### src/hw/rtl/cspl_pkg.sv
`default_nettype none
// ----------------------------------------------------------------------------
// Counting sort placement package
// Shared widths, codes, state type and monitor struct for the placement engine.
// ----------------------------------------------------------------------------
package cspl_pkg;

	localparam int NUM_GROUPS_DEF = 256;
	localparam int MAX_CELLS_DEF  = 65536;

	localparam int ACT_W  = 3;
	localparam int GID_W  = 8;
	localparam int POS_W  = 17;
	localparam int STAT_W = 2;
	localparam int GIU_W  = 9;

	localparam logic [GIU_W-1:0] GIU_RESET = 9'd256;
	localparam logic [POS_W-1:0] VAL_MAX   = '1;

	localparam logic [ACT_W-1:0] ACT_CLEAR  = 3'd0;
	localparam logic [ACT_W-1:0] ACT_COUNT  = 3'd1;
	localparam logic [ACT_W-1:0] ACT_PREFIX = 3'd2;
	localparam logic [ACT_W-1:0] ACT_PLACE  = 3'd3;
	localparam logic [ACT_W-1:0] ACT_QUERY  = 3'd4;

	localparam logic [STAT_W-1:0] STAT_OK    = 2'd0;
	localparam logic [STAT_W-1:0] STAT_RANGE = 2'd1;
	localparam logic [STAT_W-1:0] STAT_OVER  = 2'd2;

	typedef enum logic [2:0] {
		S_SWEEP,
		S_IDLE,
		S_EXEC,
		S_WALK,
		S_FIN
	} cspl_state_t;

	typedef struct packed {
		logic walking;
		logic sweeping;
	} cspl_mon_t;

endpackage
`default_nettype wire

### src/hw/rtl/cspl_table.sv
`default_nettype none
// ----------------------------------------------------------------------------
// Group table
// Simple dual-port memory of group counters, one write and one registered read.
// ----------------------------------------------------------------------------
module cspl_table #(
	parameter int NUM_GROUPS = cspl_pkg::NUM_GROUPS_DEF,
	localparam int AW = $clog2(NUM_GROUPS)
) (
	input  wire logic                     clk,
	input  wire logic                     we,
	input  wire logic [AW-1:0]            waddr,
	input  wire logic [cspl_pkg::POS_W-1:0] wdata,
	input  wire logic [AW-1:0]            raddr,
	output logic      [cspl_pkg::POS_W-1:0] rdata
);
	import cspl_pkg::*;

	logic [POS_W-1:0] mem [NUM_GROUPS];

	always_ff @(posedge clk) begin
		if (we) begin
			mem[waddr] <= wdata;
		end
		rdata <= mem[raddr];
	end

endmodule
`default_nettype wire

### config.mk
export PLATFORM = sky130hd
export DESIGN_NAME = cspl_table
export DESIGN_NICKNAME = d
export VERILOG_FILES = /design/src/hw/rtl/cspl_pkg.sv /design/src/hw/rtl/cspl_table.sv
export SDC_FILE = /design/constraint.sdc
export NUM_CORES = 2
export LEC_CHECK = 0
export ABC_AREA = 1
export BUFFER_PORTS_ARGS = -buffer_cell sky130_fd_sc_hd__buf_2
export CORE_ASPECT_RATIO = 1.5
export CORE_MARGIN = 1.5
export CORE_UTILIZATION = 40
export CTS_BUF_LIST = sky130_fd_sc_hd__clkbuf_8 sky130_fd_sc_hd__clkbuf_16
export CTS_CLUSTER_DIAMETER = 120
export DETAILED_ROUTE_END_ITERATION = 8
export SLEW_MARGIN = 20
export SYNTH_ARGS = -nofsm -noshare
export SYNTH_HDL_FRONTEND = slang
export SYNTH_MEMORY_MAX_BITS = 65536
export SYNTH_SLANG_ARGS = --single-unit
### constraint.sdc
create_clock -name clk -period 3 [get_ports clk]
set_clock_uncertainty 0.05 [all_clocks]
set_input_delay 0.6 -clock clk [delete_from_list [all_inputs] [get_ports clk]]
set_output_delay 0.6 -clock clk [all_outputs]
set_load 0.1 [all_outputs]
==> results.py <==
metrics = {
    "run_status": {
        "status": "finished with violations",
        "violations": "setup timing",
    },
    "yosys": {
        "synthAdderAreaFrac_pct": 0,
        "synthMuxAreaShare_pct": 0,
        "synth_common_cells": "nand2_1 (4,472), edfxtp_1 (4,352), nand3_1 (4,287), buf_2 (566), nor2_1 (283)",
        "synth_nets": 14500,
        "ys_warn_count": 0,
        "syn_inst": 14400,
        "synthXorXnorAreaFrac_pct": 0,
        "avgSynthCellArea_um2": 12.2,
        "yosysTopAreaCellShare_pct": 74.4,
        "synth-compound-area-share_pct": 0,
        "post-synth-top-count-cell": "nand2_1",
        "yosysTopAreaCell": "edfxtp_1",
        "synth_ff_type": "edfxtp_1",
        "synth_cell_types": 16,
        "synth.area.top_cells": "edfxtp_1 (74%), nand3_1 (12%), nand2_1 (9.6%)",
        "ys_seq_area_share_pct": 74.6,
        "async_reset_ff_share_pct": 0,
        "syn-cell-area_um2": 176000,
        "ys_seq_elements": 4369,
        "synth_edf_count": 4352,
        "yosys.area_share.simple_pct": 22.4,
        "synth_top_family_by_area": "simple AND/OR/NAND/NOR gates",
    },
    "route": {
        "wl_met2_um": 271000,
        "met3RoutedLength_um": 31600,
        "vias": 116000,
        "wl_met1_um": 194000,
        "ant_nets": 0,
        "drc": 0,
        "drt_wl_total_um": 533000,
        "vias_per_cell": 5.47,
        "top_layer": "met5",
        "drtIter0Drc": 11700,
        "firstDrtPassIters": 6,
        "routedWlPerCell_um": 25.1,
    },
    "pwr": {
        "p_leak_nw": 71.9,
        "peakVddDrop_uv": 475,
        "cellPowerDensity_nw_per_um2": 616,
    },
    "place": {
        "dp_hpwl_um": 340000,
        "place_congestion": 0.944,
        "pre_cts_slack_ps": -813,
        "placed_area_um2": 191000,
        "dp_cells": 20500,
        "port_buffers": 51,
    },
    "layout": {
        "instances_no_fill": 21300,
        "nNetsFinal": 15100,
        "design_area_um2": 204000,
        "drive_gt1_share_pct": 11.8,
        "area_growth_pct": 15.9,
    },
    "clock_tree": {
        "postCtsSetupBuffers": 0,
        "cts_made_buffers": 386,
        "clk_latency_ps": 980,
        "cts-root-buf": "clkbuf_16",
        "cts_tree": "built",
        "cts-htree-levels": 5,
        "clk_pin_slew_worst_paths_ps": 70,
        "cts.sinks": 4369,
        "cts_buffer_depth": 4,
    },
    "worst_hold_path": {
        "min_from": "wdata[10]",
        "hold_class": "in2reg",
    },
    "worst_setup_path": {
        "cp_slowest_cell": "dfxtp_1",
        "required_ps": 2350,
        "crit_fanout": 10,
        "critical_path.top_delay_family": "flip-flops",
        "timing.critical_path.cells": "buf_2",
        "regToRegSetupSlack_ps": 560,
        "start_kind": "flop",
        "crit_buf_inv": 1,
        "endpoint_kind": "output port",
        "criticalPathCategory": "reg2out",
        "cp_data_arrival_time_ps": 2370,
        "crit_start": "rdata[9]$_DFF_P_",
        "slowest_delay_ps": 850,
        "r2r-start": "mem[205][6]$_DFFE_PP_",
    },
    "grt": {
        "antenna_found_initial": 28,
        "grt_max_degree": 105,
        "track_usage_pct": 23.6,
        "grt.overflow.total": 0,
        "grt_pass1_wl_um": 772000,
        "grt_pass1_vias": 113000,
    },
    "floorplan": {
        "initial_core_util_pct": 40.1,
        "fp-row-count": 298,
        "chipHeight_um": 815,
        "dieArea_um2": 443000,
        "die_x_um": 544,
        "core_area_um2": 438000,
        "ios": 52,
    },
    "sta": {
        "maxSlewViolCount": 0,
        "finalHoldViolCount": 0,
        "fin_crit_sh_pct": 101,
        "timing.final.ws_setup_ps": -21.5,
        "fmaxAchievable_mhz": 331,
        "final.min_clock_period_ps": 3020,
        "rsz0062_at_grt": "no",
        "setup_violations": 1,
        "worst_slew_pin_slew_ps": 1140,
        "maxSlewHeadroom_pct": 23.8,
        "fin_setup_tns_ps": -21.5,
    },
    "flow_run": {
        "cap_violations": 0,
    },
}
==> through the flow <==
stage	util, %	hold WS (ps)	power [mW]
CTS	46.5	7.40	126
detailed placement	43.7	845	78.0
global route	46.5	42.2	129
global placement	43.7	850	78.0
floorplan	-	649	73.0
finish	46.5	28.3	125
==> metal layers <==
| metal | vias to the layer above | track usage [%] |
|---|---|---|
| li1 | 52800 | - |
| met1 | 58100 | 27.8 |
| met4 | 4 | 14.8 |
| met5 | - | 0 |
| met3 | 1014 | 2.56 |
| met2 | 4498 | 41.2 |
==> power by group <==
group / internal [mW] / total, mW / switching, mW
sequential: 67.2 / 67.4 / 0.193
combinational: 2.75 / 9.37 / 6.62
clock: 26.4 / 48.7 / 22.3
==> logic make-up after synthesis <==
kind of cell | count (synthesis)
DFF | 4369
and+or+nand+nor | 9042
buffers and inverters | 1032
==> cells in the final DEF, fill, tap and decap left out, drive strengths merged <==
master,instances
edfxtp,4352
clkbuf,391
dfxtp,17
nor2,283
clkinvlp,10
nand3,4287
clkinv,172
buf,1197
inv,120
nand2,4472
bufinv,32
diode,85
dlygate4sd3,7
==> final cells by class <==
| class | count | area [um2] |
|---|---|---|
| inverters | 39 | 200 |
| fillers | 38700 | 234000 |
| clock buffers | 391 | 9770 |
| multi-input cells | 9042 | 39500 |
| repair buffers | 1204 | 13400 |
| flip-flops and latches | 4369 | 131000 |
| clock inverters | 295 | 2260 |
| diodes | 85 | 213 |
| well taps | 5850 | 7320 |
==> final timing paths <==
path / depth (start not counted) / to
worst max register to register: 10 / rdata[6]$_DFF_P_
worst max-delay path: 1 / rdata[9]
worst min register to register: 10 / rdata[4]$_DFF_P_
worst min-delay path: 1 / mem[214][10]$_DFFE_PP_
==> flip-flops by register name, indices dropped and copies added (netlist names) <==
name / flops
mem: 4352
rdata: 17
==> what timing repair did <==
action	CTS	global route
hold endpoints to repair	131	0
hold buffers	7	0
resized for setup	3	0
endpoints found under the setup margin	3	0
No activity file was read; power rests on OpenSTA's default activity.
