--- src/hw/rtl/cspl_pkg.sv ---
`default_nettype none
// ----------------------------------------------------------------------------
// Counting sort placement package
// Shared widths, codes, state type and monitor struct for the placement engine.
// ----------------------------------------------------------------------------
package cspl_pkg;

	localparam int NUM_GROUPS_DEF = 256;
	localparam int MAX_CELLS_DEF  = 65536;

	localparam int ACT_W  = 3;
	localparam int GID_W  = 8;
	localparam int POS_W  = 17;
	localparam int STAT_W = 2;
	localparam int GIU_W  = 9;

	localparam logic [GIU_W-1:0] GIU_RESET = 9'd256;
	localparam logic [POS_W-1:0] VAL_MAX   = '1;

	localparam logic [ACT_W-1:0] ACT_CLEAR  = 3'd0;
	localparam logic [ACT_W-1:0] ACT_COUNT  = 3'd1;
	localparam logic [ACT_W-1:0] ACT_PREFIX = 3'd2;
	localparam logic [ACT_W-1:0] ACT_PLACE  = 3'd3;
	localparam logic [ACT_W-1:0] ACT_QUERY  = 3'd4;

	localparam logic [STAT_W-1:0] STAT_OK    = 2'd0;
	localparam logic [STAT_W-1:0] STAT_RANGE = 2'd1;
	localparam logic [STAT_W-1:0] STAT_OVER  = 2'd2;

	typedef enum logic [2:0] {
		S_SWEEP,
		S_IDLE,
		S_EXEC,
		S_WALK,
		S_FIN
	} cspl_state_t;

	typedef struct packed {
		logic walking;
		logic sweeping;
	} cspl_mon_t;

endpackage
`default_nettype wire

--- src/hw/rtl/cspl_if.sv ---
`default_nettype none
// ----------------------------------------------------------------------------
// Counting sort placement channels
// Valid/ready channels for the input word and the result word.
// ----------------------------------------------------------------------------
interface cspl_in_if;
	import cspl_pkg::*;

	logic             valid;
	logic             ready;
	logic [ACT_W-1:0] action;
	logic [GID_W-1:0] group_id;

	modport source (output valid, output action, output group_id, input ready);
	modport sink (input valid, input action, input group_id, output ready);
endinterface

interface cspl_out_if;
	import cspl_pkg::*;

	logic              valid;
	logic              ready;
	logic [POS_W-1:0]  position;
	logic [STAT_W-1:0] status;

	modport source (output valid, output position, output status, input ready);
	modport sink (input valid, input position, input status, output ready);
endinterface
`default_nettype wire

--- src/hw/rtl/cspl_ctrl.sv ---
`default_nettype none
// ----------------------------------------------------------------------------
// Placement sequencer
// Runs read-modify-write on the group table, the clearing sweep and the prefix
// walk, and holds the result register.
// ----------------------------------------------------------------------------
module cspl_ctrl #(
	parameter int NUM_GROUPS = cspl_pkg::NUM_GROUPS_DEF,
	parameter int MAX_CELLS  = cspl_pkg::MAX_CELLS_DEF,
	localparam int AW = $clog2(NUM_GROUPS),
	localparam int LW = ($clog2(NUM_GROUPS + 1) > cspl_pkg::GIU_W) ?
		$clog2(NUM_GROUPS + 1) : cspl_pkg::GIU_W
) (
	input  wire logic                       clk,
	input  wire logic                       arst_n,
	input  wire logic [LW-1:0]              lim,
	cspl_in_if.sink                         item,
	cspl_out_if.source                      result,
	output logic                            tbl_we,
	output logic      [AW-1:0]              tbl_waddr,
	output logic      [cspl_pkg::POS_W-1:0] tbl_wdata,
	output logic      [AW-1:0]              tbl_raddr,
	input  wire logic [cspl_pkg::POS_W-1:0] tbl_rdata,
	output cspl_pkg::cspl_mon_t             mon
);
	import cspl_pkg::*;

	localparam int SW = POS_W + 1 + AW;
	localparam int CW = (SW > 26) ? SW : 26;
	localparam logic [POS_W-1:0] CAP =
		(MAX_CELLS < (2**POS_W - 1)) ? POS_W'(MAX_CELLS) : VAL_MAX;
	localparam logic [LW-1:0] LAST_IDX = LW'(NUM_GROUPS - 1);

	cspl_state_t       state_q, state_d;
	logic [ACT_W-1:0]  act_q;
	logic [GID_W-1:0]  g_q;
	logic [LW-1:0]     idx_q;
	logic [AW-1:0]     wr_idx_s1;
	logic              rd_vld_s1;
	logic [SW-1:0]     sum_q;
	logic [POS_W-1:0]  cell_total_q;
	logic              res_pend_q;
	logic              out_valid_q;
	logic [POS_W-1:0]  pos_q;
	logic [STAT_W-1:0] stat_q;

	logic              accept;
	logic              out_free;
	logic              g_oor;
	logic              issue;
	logic              walk_end;
	logic              over;
	logic              load;
	logic              inc_ct;
	logic [POS_W-1:0]  res_pos;
	logic [STAT_W-1:0] res_stat;

	assign accept   = item.valid && item.ready;
	assign out_free = !out_valid_q || result.ready;
	assign g_oor    = LW'(g_q) >= lim;
	assign issue    = (state_q == S_WALK) && (idx_q < lim);
	assign walk_end = (state_q == S_WALK) && !issue && !rd_vld_s1;
	assign over     = CW'(sum_q) > CW'(MAX_CELLS);

	assign item.ready      = (state_q == S_IDLE);
	assign result.valid    = out_valid_q;
	assign result.position = pos_q;
	assign result.status   = stat_q;

	assign mon.walking  = (state_q == S_WALK);
	assign mon.sweeping = (state_q == S_SWEEP);

	// Next state.
	always_comb begin
		state_d = state_q;
		case (state_q)
			S_SWEEP: begin
				if (idx_q == LAST_IDX) begin
					state_d = res_pend_q ? S_FIN : S_IDLE;
				end
			end
			S_IDLE: begin
				if (accept) begin
					case (item.action)
						ACT_CLEAR:  state_d = S_SWEEP;
						ACT_PREFIX: state_d = S_WALK;
						default:    state_d = S_EXEC;
					endcase
				end
			end
			S_EXEC: begin
				if (out_free) begin
					state_d = S_IDLE;
				end
			end
			S_WALK: begin
				if (walk_end) begin
					state_d = S_FIN;
				end
			end
			S_FIN: begin
				if (out_free) begin
					state_d = S_IDLE;
				end
			end
			default: state_d = S_IDLE;
		endcase
	end

	// Table port control and result selection.
	always_comb begin
		tbl_we    = 1'b0;
		tbl_waddr = idx_q[AW-1:0];
		tbl_wdata = '0;
		tbl_raddr = AW'(g_q);
		inc_ct    = 1'b0;
		res_pos   = '0;
		res_stat  = STAT_OK;
		load      = 1'b0;
		case (state_q)
			S_SWEEP: begin
				tbl_we = 1'b1;
			end
			S_IDLE: begin
				tbl_raddr = AW'(item.group_id);
			end
			S_EXEC: begin
				load      = out_free;
				tbl_waddr = AW'(g_q);
				tbl_wdata = tbl_rdata + POS_W'(1);
				case (act_q)
					ACT_COUNT: begin
						if (g_oor) begin
							res_stat = STAT_RANGE;
						end else if (cell_total_q >= CAP || tbl_rdata >= VAL_MAX) begin
							res_stat = STAT_OVER;
						end else begin
							tbl_we = out_free;
							inc_ct = out_free;
						end
					end
					ACT_PLACE: begin
						if (g_oor) begin
							res_stat = STAT_RANGE;
						end else if (tbl_rdata >= CAP) begin
							res_stat = STAT_OVER;
						end else begin
							res_pos = tbl_rdata;
							tbl_we  = out_free;
						end
					end
					ACT_QUERY: begin
						if (g_oor) begin
							res_stat = STAT_RANGE;
						end else begin
							res_pos = tbl_rdata;
						end
					end
					default: begin
					end
				endcase
			end
			S_WALK: begin
				// Read one group ahead while the previous one is written back.
				tbl_raddr = idx_q[AW-1:0];
				tbl_waddr = wr_idx_s1;
				tbl_wdata = sum_q[POS_W-1:0];
				tbl_we    = rd_vld_s1;
			end
			S_FIN: begin
				load = out_free;
				if (act_q == ACT_PREFIX) begin
					res_pos  = sum_q[POS_W-1:0];
					res_stat = over ? STAT_OVER : STAT_OK;
				end
			end
			default: begin
			end
		endcase
	end

	always_ff @(posedge clk or negedge arst_n) begin
		if (!arst_n) begin
			state_q      <= S_SWEEP;
			idx_q        <= '0;
			rd_vld_s1    <= 1'b0;
			cell_total_q <= '0;
			res_pend_q   <= 1'b0;
			out_valid_q  <= 1'b0;
		end else begin
			state_q   <= state_d;
			rd_vld_s1 <= issue;
			if (accept) begin
				idx_q <= '0;
				if (item.action == ACT_CLEAR) begin
					res_pend_q   <= 1'b1;
					cell_total_q <= '0;
				end
			end else if (state_q == S_SWEEP || issue) begin
				idx_q <= idx_q + LW'(1);
			end
			if (inc_ct) begin
				cell_total_q <= cell_total_q + POS_W'(1);
			end
			if (state_q == S_FIN && out_free) begin
				res_pend_q <= 1'b0;
			end
			if (load) begin
				out_valid_q <= 1'b1;
			end else if (result.ready) begin
				out_valid_q <= 1'b0;
			end
		end
	end

	always_ff @(posedge clk) begin
		if (accept) begin
			act_q <= item.action;
			g_q   <= item.group_id;
			sum_q <= '0;
		end else if (rd_vld_s1) begin
			sum_q <= sum_q + SW'(tbl_rdata);
		end
		wr_idx_s1 <= idx_q[AW-1:0];
		if (load) begin
			pos_q  <= res_pos;
			stat_q <= res_stat;
		end
	end

endmodule
`default_nettype wire

--- src/flat_wrapper.sv ---
// flat-port wrapper written by rule: the top's interface ports become plain ports
module cspl_ctrl_flat import cspl_pkg::*;
#(
	parameter int NUM_GROUPS = cspl_pkg::NUM_GROUPS_DEF,
	parameter int MAX_CELLS  = cspl_pkg::MAX_CELLS_DEF,
	localparam int AW = $clog2(NUM_GROUPS),
	localparam int LW = ($clog2(NUM_GROUPS + 1) > cspl_pkg::GIU_W) ?
		$clog2(NUM_GROUPS + 1) : cspl_pkg::GIU_W
)
  (clk, arst_n, lim, tbl_we, tbl_waddr, tbl_wdata, tbl_raddr, tbl_rdata, mon, item_valid, item_action, item_group_id, item_ready, result_valid, result_position, result_status, result_ready);
  cspl_in_if item_i ();
  cspl_out_if result_i ();
  input  wire logic clk;
  input  wire logic arst_n;
  input  wire logic [LW-1:0] lim;
  output logic tbl_we;
  output logic      [AW-1:0] tbl_waddr;
  output logic      [cspl_pkg::POS_W-1:0] tbl_wdata;
  output logic      [AW-1:0] tbl_raddr;
  input  wire logic [cspl_pkg::POS_W-1:0] tbl_rdata;
  output cspl_pkg::cspl_mon_t mon;
  input wire logic [$bits(item_i.valid)-1:0] item_valid;
  input wire logic [$bits(item_i.action)-1:0] item_action;
  input wire logic [$bits(item_i.group_id)-1:0] item_group_id;
  output wire logic [$bits(item_i.ready)-1:0] item_ready;
  output wire logic [$bits(result_i.valid)-1:0] result_valid;
  output wire logic [$bits(result_i.position)-1:0] result_position;
  output wire logic [$bits(result_i.status)-1:0] result_status;
  input wire logic [$bits(result_i.ready)-1:0] result_ready;
  assign item_i.valid = item_valid;
  assign item_i.action = item_action;
  assign item_i.group_id = item_group_id;
  assign item_ready = item_i.ready;
  assign result_valid = result_i.valid;
  assign result_position = result_i.position;
  assign result_status = result_i.status;
  assign result_i.ready = result_ready;
  cspl_ctrl #(.NUM_GROUPS(NUM_GROUPS), .MAX_CELLS(MAX_CELLS)) u_core (.clk(clk), .arst_n(arst_n), .lim(lim), .item(item_i), .result(result_i), .tbl_we(tbl_we), .tbl_waddr(tbl_waddr), .tbl_wdata(tbl_wdata), .tbl_raddr(tbl_raddr), .tbl_rdata(tbl_rdata), .mon(mon));
endmodule
--- config.mk ---
export PLATFORM = sky130hd
export DESIGN_NAME = cspl_ctrl_flat
export DESIGN_NICKNAME = d
export VERILOG_FILES = /design/src/hw/rtl/cspl_pkg.sv /design/src/hw/rtl/cspl_if.sv /design/src/hw/rtl/cspl_ctrl.sv /design/src/flat_wrapper.sv
export SDC_FILE = /design/constraint.sdc
export NUM_CORES = 1
export LEC_CHECK = 0
export BUFFER_PORTS_ARGS = -buffer_cell sky130_fd_sc_hd__buf_2
export CELL_PAD_IN_SITES_DETAIL_PLACEMENT = 1
export CELL_PAD_IN_SITES_GLOBAL_PLACEMENT = 2
export CORE_MARGIN = 10
export CORE_UTILIZATION = 30
export DETAILED_ROUTE_END_ITERATION = 10
export PLACE_DENSITY = 0.77
export RECOVER_POWER = 25
export SLEW_MARGIN = 20
export SYNTH_ARGS = -nofsm -noshare
export SYNTH_HDL_FRONTEND = slang
export SYNTH_SLANG_ARGS = --single-unit
--- constraint.sdc ---
create_clock -name clk -period 3.4 [get_ports clk]
set_clock_uncertainty 0.2 [all_clocks]
set_input_delay 0.34 -clock clk [delete_from_list [all_inputs] [get_ports clk]]
set_output_delay 0.34 -clock clk [all_outputs]
set_load 0.01 [all_outputs]
==> impl_metrics.tcl, run 1 <==
set metrics [dict create \
    status "finished with violations" \
    failed_checks "max-capacitance violations, max-slew violations" \
    global_route.overflow_total 0 \
    filler_cell_count 2462 \
    synth_largest_area_cell "edfxtp_1" \
    synth.net_count 784 \
    grt_pass1_wl_um 32400 \
    clock_sink_count 96 \
    slew_margin_rel -0.251 \
    detail_route.wirelength_um 20400 \
    syn-instance-count 702 \
    cts.reportedPaths.clkPinSlew_ns 0.07 \
    clock_tree.buffer_depth 2 \
    sequential_cell_area_mm2 0.00238 \
    fp-row-count 52 \
    fp.dieW_um 165 \
    layout-drive-gt1-share 0.143 \
    cts_tree "built" \
    port_buffers 97 \
    area_post_placement_mm2 0.00708 \
    via_count_of_the_first_global_routing_pass 5820 \
    p_sw_frac 0.444 \
    max_clock_freq_mhz 339 \
    max_ir_drop_vdd_mv 0.269 \
    ys_seq_elements 96 \
    synthTopCellsByCount "nor2_1, nand2_1, a21oi_1" \
    timing.critical_path.required_ns 2.86 \
    core_area_mm2 0.0204 \
    maxCapViolations 1 \
    synth.most_common_cell "nor2_1" \
    post_synthesis_area_per_instance_um2 8.97 \
    grt_antenna_before_repair 1 \
    post_cts_resize_count 0 \
    gp_congestion 0.833 \
    clock_latency_ns 0.35 \
    route.detailed.vias_per_inst 5.19 \
    worstPathMaxFanout 4 \
    crit_type "reg2out" \
    synth_enable_flop_cells 30 \
    ys_top_cells_by_area "edfxtp_1, dfrtp_1, dfxtp_1" \
    start_util 0.308 \
    dieArea_mm2 0.0272 \
    finalSetupTns_ns 0 \
    antenna_violating_nets_post_route 0 \
    postSynth.topFlopCell "dfxtp_1" \
    finalHoldViolCount 0 \
    final_min_period_over_clock_period 0.867 \
    die_height_um 165 \
    synth_largest_type_area_fraction 0.143 \
    lkg_pwr_nw 3.15 \
    dp.final_hpwl_um 15700 \
    share_of_power_burned_in_the_clock_network 0.178 \
    critical_path_at_ns 2.41 \
    number_of_detailed_route_iterations_in_the_first_pass 4 \
    synth-async-reset-ratio 0.333 \
    part_of_the_total_power_dissipated_in_combinational_logic 0.479 \
    grt_max_degree 37 \
    cts_root_buf "clkbuf_16" \
    final-max-slew-violation-count 33 \
    worstSetupEndpointType "output port" \
    rsz_0062_raised_after_global_routing "false" \
    flow.area_growth_from_synthesis_pct 17.8 \
    dr_iter_0_viols 295 \
    routed_wirelength_normalized_by_instance_count_um 18.9 \
    power.share.sequential 0.344 \
    fin_area_mm2 0.00742 \
    multi_input_area_mm2 0.00366 \
    sequential_area_share_after_synthesis 0.378 \
    final-setup-viol-count 0 \
    num_vias 5624 \
    boundaryPins 98 \
    startpoint_type "flop" \
    hold_path_class "in2reg" \
    overall_routing_resource_usage 0.151 \
    cts_htree_levels 3 \
    synthDistinctLibCells 70 \
    synth-warning-count 0 \
    layout_min_cycle_time_ns 2.95 \
    p_switching_mw 2.42 \
    cts-buffers-inserted 9 \
    max_slew.worst_pin.slew_ns 1.88 \
    synth_area_mm2 0.00630 \
    intPower_mw 3.03 \
    post-route-drc-count 0 \
    design.final.nets 889 \
    power.density_cell_area_mw_per_mm2 733 \
]
## critical path, stage by stage, from the launching register on
cell and delay, ns:
edfxtp_1 0.41, ha_1 0.31, a21o_1 0.16, a31oi_1 0.23
o21ai_2 0.19, nor4_4 0.29, nand2_1 0.07, o21ai_0 0.22
buf_2 0.18
## metrics by stage
stage | hold slack [ns] | utilization | worst slack (ns) | std cells | power [mW]
after global routing | 0.0744 | 0.363 | 0.260 | 1083 | 5.89
after CTS | 0.000949 | 0.365 | 0.423 | 1081 | 5.53
after global placement | 0.263 | 0.347 | 0.472 | 1055 | 4.51
after floorplan | -0.156 | - | 0.674 | 702 | 3.59
after detailed placement | 0.264 | 0.347 | 0.474 | 1055 | 4.54
final | 0.0832 | 0.363 | 0.451 | 1083 | 5.44
## state kept, by name, summed over array words and instances (netlist names), 2 cells and up
register,count
u_core.sum_q,26
u_core.cell_total_q,17
u_core.result.position,17
u_core.idx_q,9
u_core.g_q,8
u_core.wr_idx_s1,8
u_core.act_q,3
u_core.state_q,3
u_core.result.status,2
## routing by layer
layer	vias up	part of all wire	GRT usage
met1	2755	0.47	0.201
met5	-	0	0
met3	22	0.042	0.0241
met4	0	0.016	0.0463
li1	2771	-	-
met2	76	0.47	0.247
## cells by family after synthesis
| family | Yosys count | synth area share |
|---|---|---|
| AO/OA/AOI/OAI | 175 | 0.180 |
| AND/OR/NAND/NOR | 264 | 0.216 |
| adder cells (fa/ha/maj) | 41 | 0.0826 |
| flip-flops | 96 | 0.378 |
| multiplexers | 36 | 0.0572 |
| XOR/XNOR | 32 | 0.0445 |
| buffers and inverters | 58 | 0.0417 |
## power by group through the flow
stage	Combinational (mW)	Clock, mW	Sequential (mW)
CTS	2.67	0.995	1.87
finish	2.61	0.966	1.87
detailed placement	2.65	0	1.89
global placement	2.62	0	1.89
floorplan	1.82	0	1.77
global route	2.94	1.04	1.92
## worst paths after layout
check                      slack (ns)                 endpoint                    start  depth (start not counted)
max                              0.45                   tbl_we            u_core.g_q[2]                          8
max in group asynchronous        0.93        u_core.state_q[0]                   arst_n                          2
min                              0.08          u_core.act_q[2]           item_action[2]                          1
min reg2reg                      0.27  u_core.cell_total_q[13]  u_core.cell_total_q[13]                          1
min in group asynchronous        0.85  u_core.cell_total_q[10]                   arst_n                          2
max reg2reg                      0.58         u_core.sum_q[24]          u_core.sum_q[0]                         10
## layout make-up
cell class,instances,share of cell area
repair buffers,121,0.0883
inverters,31,0.0157
well taps,270,0.0455
flip-flops and latches,96,0.321
clock buffers,12,0.0332
diodes,1,0.000337
clock inverters,4,0.00287
multi-input cells,548,0.493
## timing repair
action,4_1_cts,5_1_grt
hold buffers,10,1
endpoints found under the hold margin,41,1
buffers inserted,0,0
## layout by cell type, fill, tap and decap left out, types with 13 or more instances in the layout
cell type / count
nor3_1: 18
a21oi_1: 52
nor2_1: 83
nand3_1: 26
inv_1: 30
mux2i_1: 36
o21ai_0: 42
clkbuf_1: 32
a22o_1: 20
ha_1: 40
xor2_1: 22
nand2_1: 54
buf_2: 67
dfrtp_1: 31
dfxtp_1: 34
edfxtp_1: 30
nand4_1: 14
buf_4: 13
Power figures use the tool's default switching activity.
==> run 2: changes to the inputs <==
Settings changed: CORE_UTILIZATION 30 to 35, PLACE_DENSITY 0.77 to 0.86, REMOVE_ABC_BUFFERS set to 1.
==> run 2 against run 1 <==
Core utilization rose by 5.2 points. Worst setup slack got worse by 0.20 ns. Non-clock buffer count fell by 2. Clock power rose by 11%. Hold slack improved by 0.0086 ns. Sequential share of layout area rose by 0.087 points. First-iteration DRC count rose by 2.4%. The flow still finishes with violations (max-capacitance violations, max-slew violations). Maximum frequency fell by 6.3%. Critical path type is now reg2reg. Wire length rose by 1.7%. Sequential power barely moved. Flip-flop and latch count did not move.
==> impl_metrics.tcl, run 2 (synthesis gave the netlist of run 1 again) <==
set metrics [dict create \
    startpoint_type "flop" \
    timing.critical_path.required_ns 3.48 \
    fp-row-count 49 \
    timing.final.ws_setup_ns 0.254 \
    crit_family "compound AO/OA/AOI/OAI gates" \
    post-cts-setup-buffer-count 0 \
    dr_iter_0_viols 302 \
    failed_checks "max-capacitance violations, max-slew violations" \
    largest_register "u_core.sum_q" \
    final_min_period_over_clock_period 0.925 \
    min_path_cells 1 \
    dieArea_mm2 0.0238 \
    finalHoldViolCount 0 \
    sequential_cell_area_mm2 0.00238 \
    global_route.overflow_total 0 \
    detail_route.wirelength_um 20800 \
    rsz_0062_raised_after_global_routing "false" \
    max_ir_drop_vdd_mv 0.304 \
    largest_register_ff_count 26 \
    worstPathMaxFanout 5 \
    layout_min_cycle_time_ns 3.15 \
    boundaryPins 98 \
    status "finished with violations" \
    worstReg2RegEnd "u_core.sum_q[24]" \
    worst_r2r_startpoint "u_core.sum_q[0]" \
    core_area_mm2 0.0178 \
    hold_buffers 10 \
    design.final.nets 887 \
    critical_path_at_ns 3.23 \
    cts_htree_levels 3 \
    final-setup-viol-count 0 \
    worst-path-buf-inv 1 \
    dpl_worst_slack_ns 0.279 \
    power.density_cell_area_mw_per_mm2 758 \
    cts_root_buf "clkbuf_16" \
    dp.final_hpwl_um 15300 \
    use_met2 0.282 \
    critPathSlowestCell "a211oi_1" \
    grt_max_degree 37 \
    multi_input_area_mm2 0.00367 \
    route.detailed.vias_per_inst 5.57 \
    post-route-drc-count 0 \
    overall_routing_resource_usage 0.173 \
    clock_sink_count 96 \
    crit_type "reg2reg" \
    worstSetupEndpointType "flop" \
    fp.dieW_um 154 \
    num_vias 5792 \
    max_slew.worst_pin.slew_ns 1.83 \
    cp_cell_sequence "ha_1 > inv_1 > fa_1 > nand2b_1 > a211oi_1 > o31ai_1 > a211oi_2 > nor2_1 > or3_1 > a21oi_1" \
    max_clock_freq_mhz 318 \
    mostFrequentLayoutCells "nor2_1, buf_2, nand2_1" \
    cts_tree "built" \
    worst-r2r-setup-slack_ns 0.25 \
    final-max-slew-violation-count 33 \
    layout.cells.most_common "nor2_1" \
    flow.area_growth_from_synthesis_pct 17.5 \
    antenna_violating_nets_post_route 0 \
    use_met3 0.0234 \
    hold_path_end "u_core.act_q[0]" \
    gp_congestion 0.873 \
    grt_antenna_before_repair 1 \
    lkg_pwr_nw 3.17 \
    hold_path_class "in2reg" \
    grt_pass1_wl_um 33700 \
    filler_cell_count 2114 \
    maxCapViolations 1 \
    post_cts_resize_count 0 \
    via_count_of_the_first_global_routing_pass 6192 \
    fin_util 0.415 \
    worstHoldStart "item_action[0]" \
    grt_util_met1 0.223 \
    grt.busiest_layer "met2" \
    clock_tree.buffer_depth 2 \
    number_of_detailed_route_iterations_in_the_first_pass 5 \
    slew_margin_rel -0.219 \
    port_buffers 97 \
    routed_wirelength_normalized_by_instance_count_um 20.0 \
    cts-buffers-inserted 9 \
    clock_latency_ns 0.35 \
    critical_path.max_stage_delay_ns 0.44 \
    reg2reg_depth 10 \
    die_height_um 154 \
    layout-drive-gt1-share 0.148 \
    cts.reportedPaths.clkPinSlew_ns 0.07 \
    start_util 0.353 \
]
run 2: final cells by class:
| type | instances | area share |
|---|---|---|
| inverters | 31 | 0.0157 |
| flip-flops and latches | 96 | 0.322 |
| diodes | 1 | 0.000338 |
| well taps | 229 | 0.0387 |
| clock inverters | 2 | 0.00524 |
| multi-input cells | 548 | 0.496 |
| repair buffers | 119 | 0.0869 |
| clock buffers | 14 | 0.0357 |
run 2: worst max path at each step:
stage                 startpoint                to  cells after the start
6_report         u_core.sum_q[0]  u_core.sum_q[24]                     10
5_1_grt          u_core.sum_q[0]  u_core.sum_q[24]                     10
4_1_cts            u_core.g_q[2]            tbl_we                      8
3_5_place_dp        tbl_rdata[0]  u_core.sum_q[24]                     11
3_3_place_gp        tbl_rdata[0]  u_core.sum_q[24]                     11
2_1_floorplan  u_core.state_q[0]  u_core.sum_q[15]                      6
run 2: metal layers:
metal / part of all wire / wire (um) / up-vias
met5: 0 / 0 / -
met4: 0.025 / 522 / 0
met1: 0.46 / 9490 / 2878
met2: 0.48 / 10000 / 107
met3: 0.035 / 725 / 33
li1: - / - / 2774
run 2: report_power, final:
group	switching (mW)	internal, mW	leakage [nW]
clock network	0.457	0.614	0.147
logic	1.64	1.00	2.04
registers	0.384	1.51	0.983
total	2.48	3.13	3.17
run 2: through the flow:
step	cell area, um^2	instances	total power, mW	hold WS (ns)	TNS [ns]
4_1_cts	7430	1039	5.66	0.00158	0
2_1_floorplan	6150	675	3.51	-0.156	-0.545
3_5_place_dp	7030	1013	4.56	0.251	0
5_1_grt	7400	1040	6.03	0.0946	0
6_report	7400	1040	5.61	0.0918	0
3_3_place_gp	7030	1013	4.42	0.246	0
==> run 3: changes to the inputs <==
Settings changed: PLACE_DENSITY 0.86 to not set, PLACE_DENSITY_LB_ADDON set to 0.15.
==> run 3 against run 2 <==
The flow still finishes with violations (max-capacitance violations, max-slew violations). Cell count rose by 0.38%. Worst setup slack better by 0.084 ns. Non-clock buffer count up 5. Hold slack better by 0.061 ns. Critical path type is now reg2out.
==> impl_metrics.tcl, run 3 (synthesis gave the netlist of run 1 again) <==
set metrics [dict create \
    status "finished with violations" \
    failed_checks "max-capacitance violations, max-slew violations" \
    flow.area_growth_from_synthesis_pct 17.5 \
    rsz_0062_raised_after_global_routing "false" \
    final-max-slew-violation-count 33 \
    slew_margin_rel -0.295 \
    core_area_mm2 0.0178 \
    post-place-cells 1016 \
    hold_path_class "in2reg" \
    timing.critical_path.required_ns 2.86 \
    cts_htree_levels 3 \
    worstSetupEndpointType "output port" \
    finalSetupTns_ns 0 \
    area_post_placement_mm2 0.00704 \
    via_count_of_the_first_global_routing_pass 5911 \
    layout.cells.most_common "nor2_1" \
    overall_routing_resource_usage 0.169 \
    dieArea_mm2 0.0238 \
    cts_root_buf "clkbuf_16" \
    largest_register_ff_count 26 \
    route.detailed.vias_per_inst 5.42 \
    cp_cell_sequence "ha_1 > and2_0 > o21ai_0 > o21ai_2 > nor4_4 > nand2_1 > o21ai_0 > buf_2" \
    intPower_mw 3.04 \
    clock_tree.buffer_depth 2 \
    max_ir_drop_vdd_mv 0.375 \
    grt_pass1_wl_um 32700 \
    finalHoldViolCount 0 \
    start_util 0.353 \
    hold-worst-slack_ns 0.153 \
    lkg_pwr_nw 3.17 \
    p_switching_mw 2.48 \
    worstPathMaxFanout 4 \
    detail_route.wirelength_um 20400 \
    fin_area_mm2 0.00740 \
    timing.final.ws_setup_ns 0.338 \
    dr_iter_0_viols 294 \
    maxCapViolations 1 \
    worst-path-buf-inv 1 \
    share_of_power_burned_in_the_clock_network 0.181 \
    antenna_violating_nets_post_route 0 \
    critical_path.max_stage_delay_ns 0.43 \
    gp_congestion 0.834 \
    fp.dieW_um 154 \
    part_of_the_total_power_dissipated_in_combinational_logic 0.483 \
    grt_antenna_before_repair 0 \
    port_buffers 97 \
    clock_sink_count 96 \
    post-route-drc-count 0 \
    final-instance-count-excl-fill 1044 \
    routed_wirelength_normalized_by_instance_count_um 19.5 \
    n_antenna_cell 0 \
    filler_cell_count 2119 \
    crit_family "compound AO/OA/AOI/OAI gates" \
    post_cts_resize_count 0 \
    startpoint_type "flop" \
    power.density_cell_area_mw_per_mm2 745 \
    mostFrequentLayoutCells "nor2_1, buf_2, nand2_1" \
    cts_tree "built" \
    critical_path_at_ns 2.52 \
    clock_latency_ns 0.36 \
    grt_max_degree 33 \
    critPathSlowestCell "edfxtp_1" \
    max_clock_freq_mhz 327 \
    design.final.nets 892 \
    dpl_worst_slack_ns 0.343 \
    global_route.overflow_total 0 \
    cts-buffers-inserted 9 \
    fp-row-count 49 \
    layout-drive-gt1-share 0.147 \
    power.share.sequential 0.337 \
    boundaryPins 98 \
    final_min_period_over_clock_period 0.901 \
    max_slew.worst_pin.slew_ns 1.94 \
    number_of_detailed_route_iterations_in_the_first_pass 4 \
    layout_min_cycle_time_ns 3.06 \
    dp.final_hpwl_um 15200 \
    crit_type "reg2out" \
    p_sw_frac 0.450 \
    largest_register "u_core.sum_q" \
    cts.reportedPaths.clkPinSlew_ns 0.07 \
    num_vias 5658 \
    final-setup-viol-count 0 \
    die_height_um 154 \
    worst_path_most_repeated_cell "o21ai_0" \
]
run 3: changes by cell type in the layout (fill, tap and decap cells not counted), moves of 2 or more:
cell           delta
buf_2             -4
buf_4             +3
clkbuf_1          +2
clkinv_2          +2
dlygate4sd3_1     +2
run 3: layer usage:
metal | global-route usage | share of wire
met1 | 0.224 | 0.48
met2 | 0.275 | 0.47
met3 | 0.0285 | 0.036
met4 | 0.0468 | 0.013
met5 | 0 | 0
run 3: through the flow:
step / util / total power [mW]
floorplan: - / 3.51
global placement: 0.395 / 4.49
detailed placement: 0.395 / 4.56
CTS: 0.417 / 5.59
global route: 0.415 / 5.96
finish: 0.415 / 5.52
run 3: what timing repair did:
| item | in CTS | in global routing |
|---|---|---|
| endpoints found under the hold margin | 43 | 0 |
| hold buffers | 12 | 0 |
| buffers inserted | 0 | 0 |
run 3: area by class of cell:
type | count | area [um^2] | share of cell area
Sequential cell | 96 | 2380 | 0.322
Tap cell | 229 | 287 | 0.0387
Inverter | 31 | 116 | 0.0157
Clock buffer | 11 | 243 | 0.0328
Clock inverter | 5 | 31.3 | 0.00423
Multi-Input combinational cell | 548 | 3660 | 0.495
Timing Repair Buffer | 124 | 681 | 0.0920
run 3: path summary, 6_finish.rpt:
| kind | endpoint | slack (ns) | cells after the start | start |
|---|---|---|---|---|
| setup / recovery | tbl_we | 0.34 | 8 | u_core.g_q[4] |
| hold / removal | u_core.result.position[9] | 0.15 | 2 | tbl_rdata[9] |
| setup reg to reg | u_core.sum_q[24] | 0.40 | 10 | u_core.sum_q[0] |
| hold reg to reg | u_core.cell_total_q[3] | 0.29 | 1 | u_core.cell_total_q[3] |
| max in group asynchronous | u_core.state_q[0] | 0.88 | 2 | arst_n |
| min in group asynchronous | u_core.cell_total_q[11] | 0.86 | 2 | arst_n |
run 3: power groups by stage:
stage               Sequential (mW)  Clock [mW]  Combinational (mW)
CTS                            1.85        1.03                2.71
global placement               1.87           0                2.62
global route                   1.91        1.07                2.99
finish                         1.86       0.996                2.66
floorplan                      1.89           0                1.61
detailed placement             1.88           0                2.68
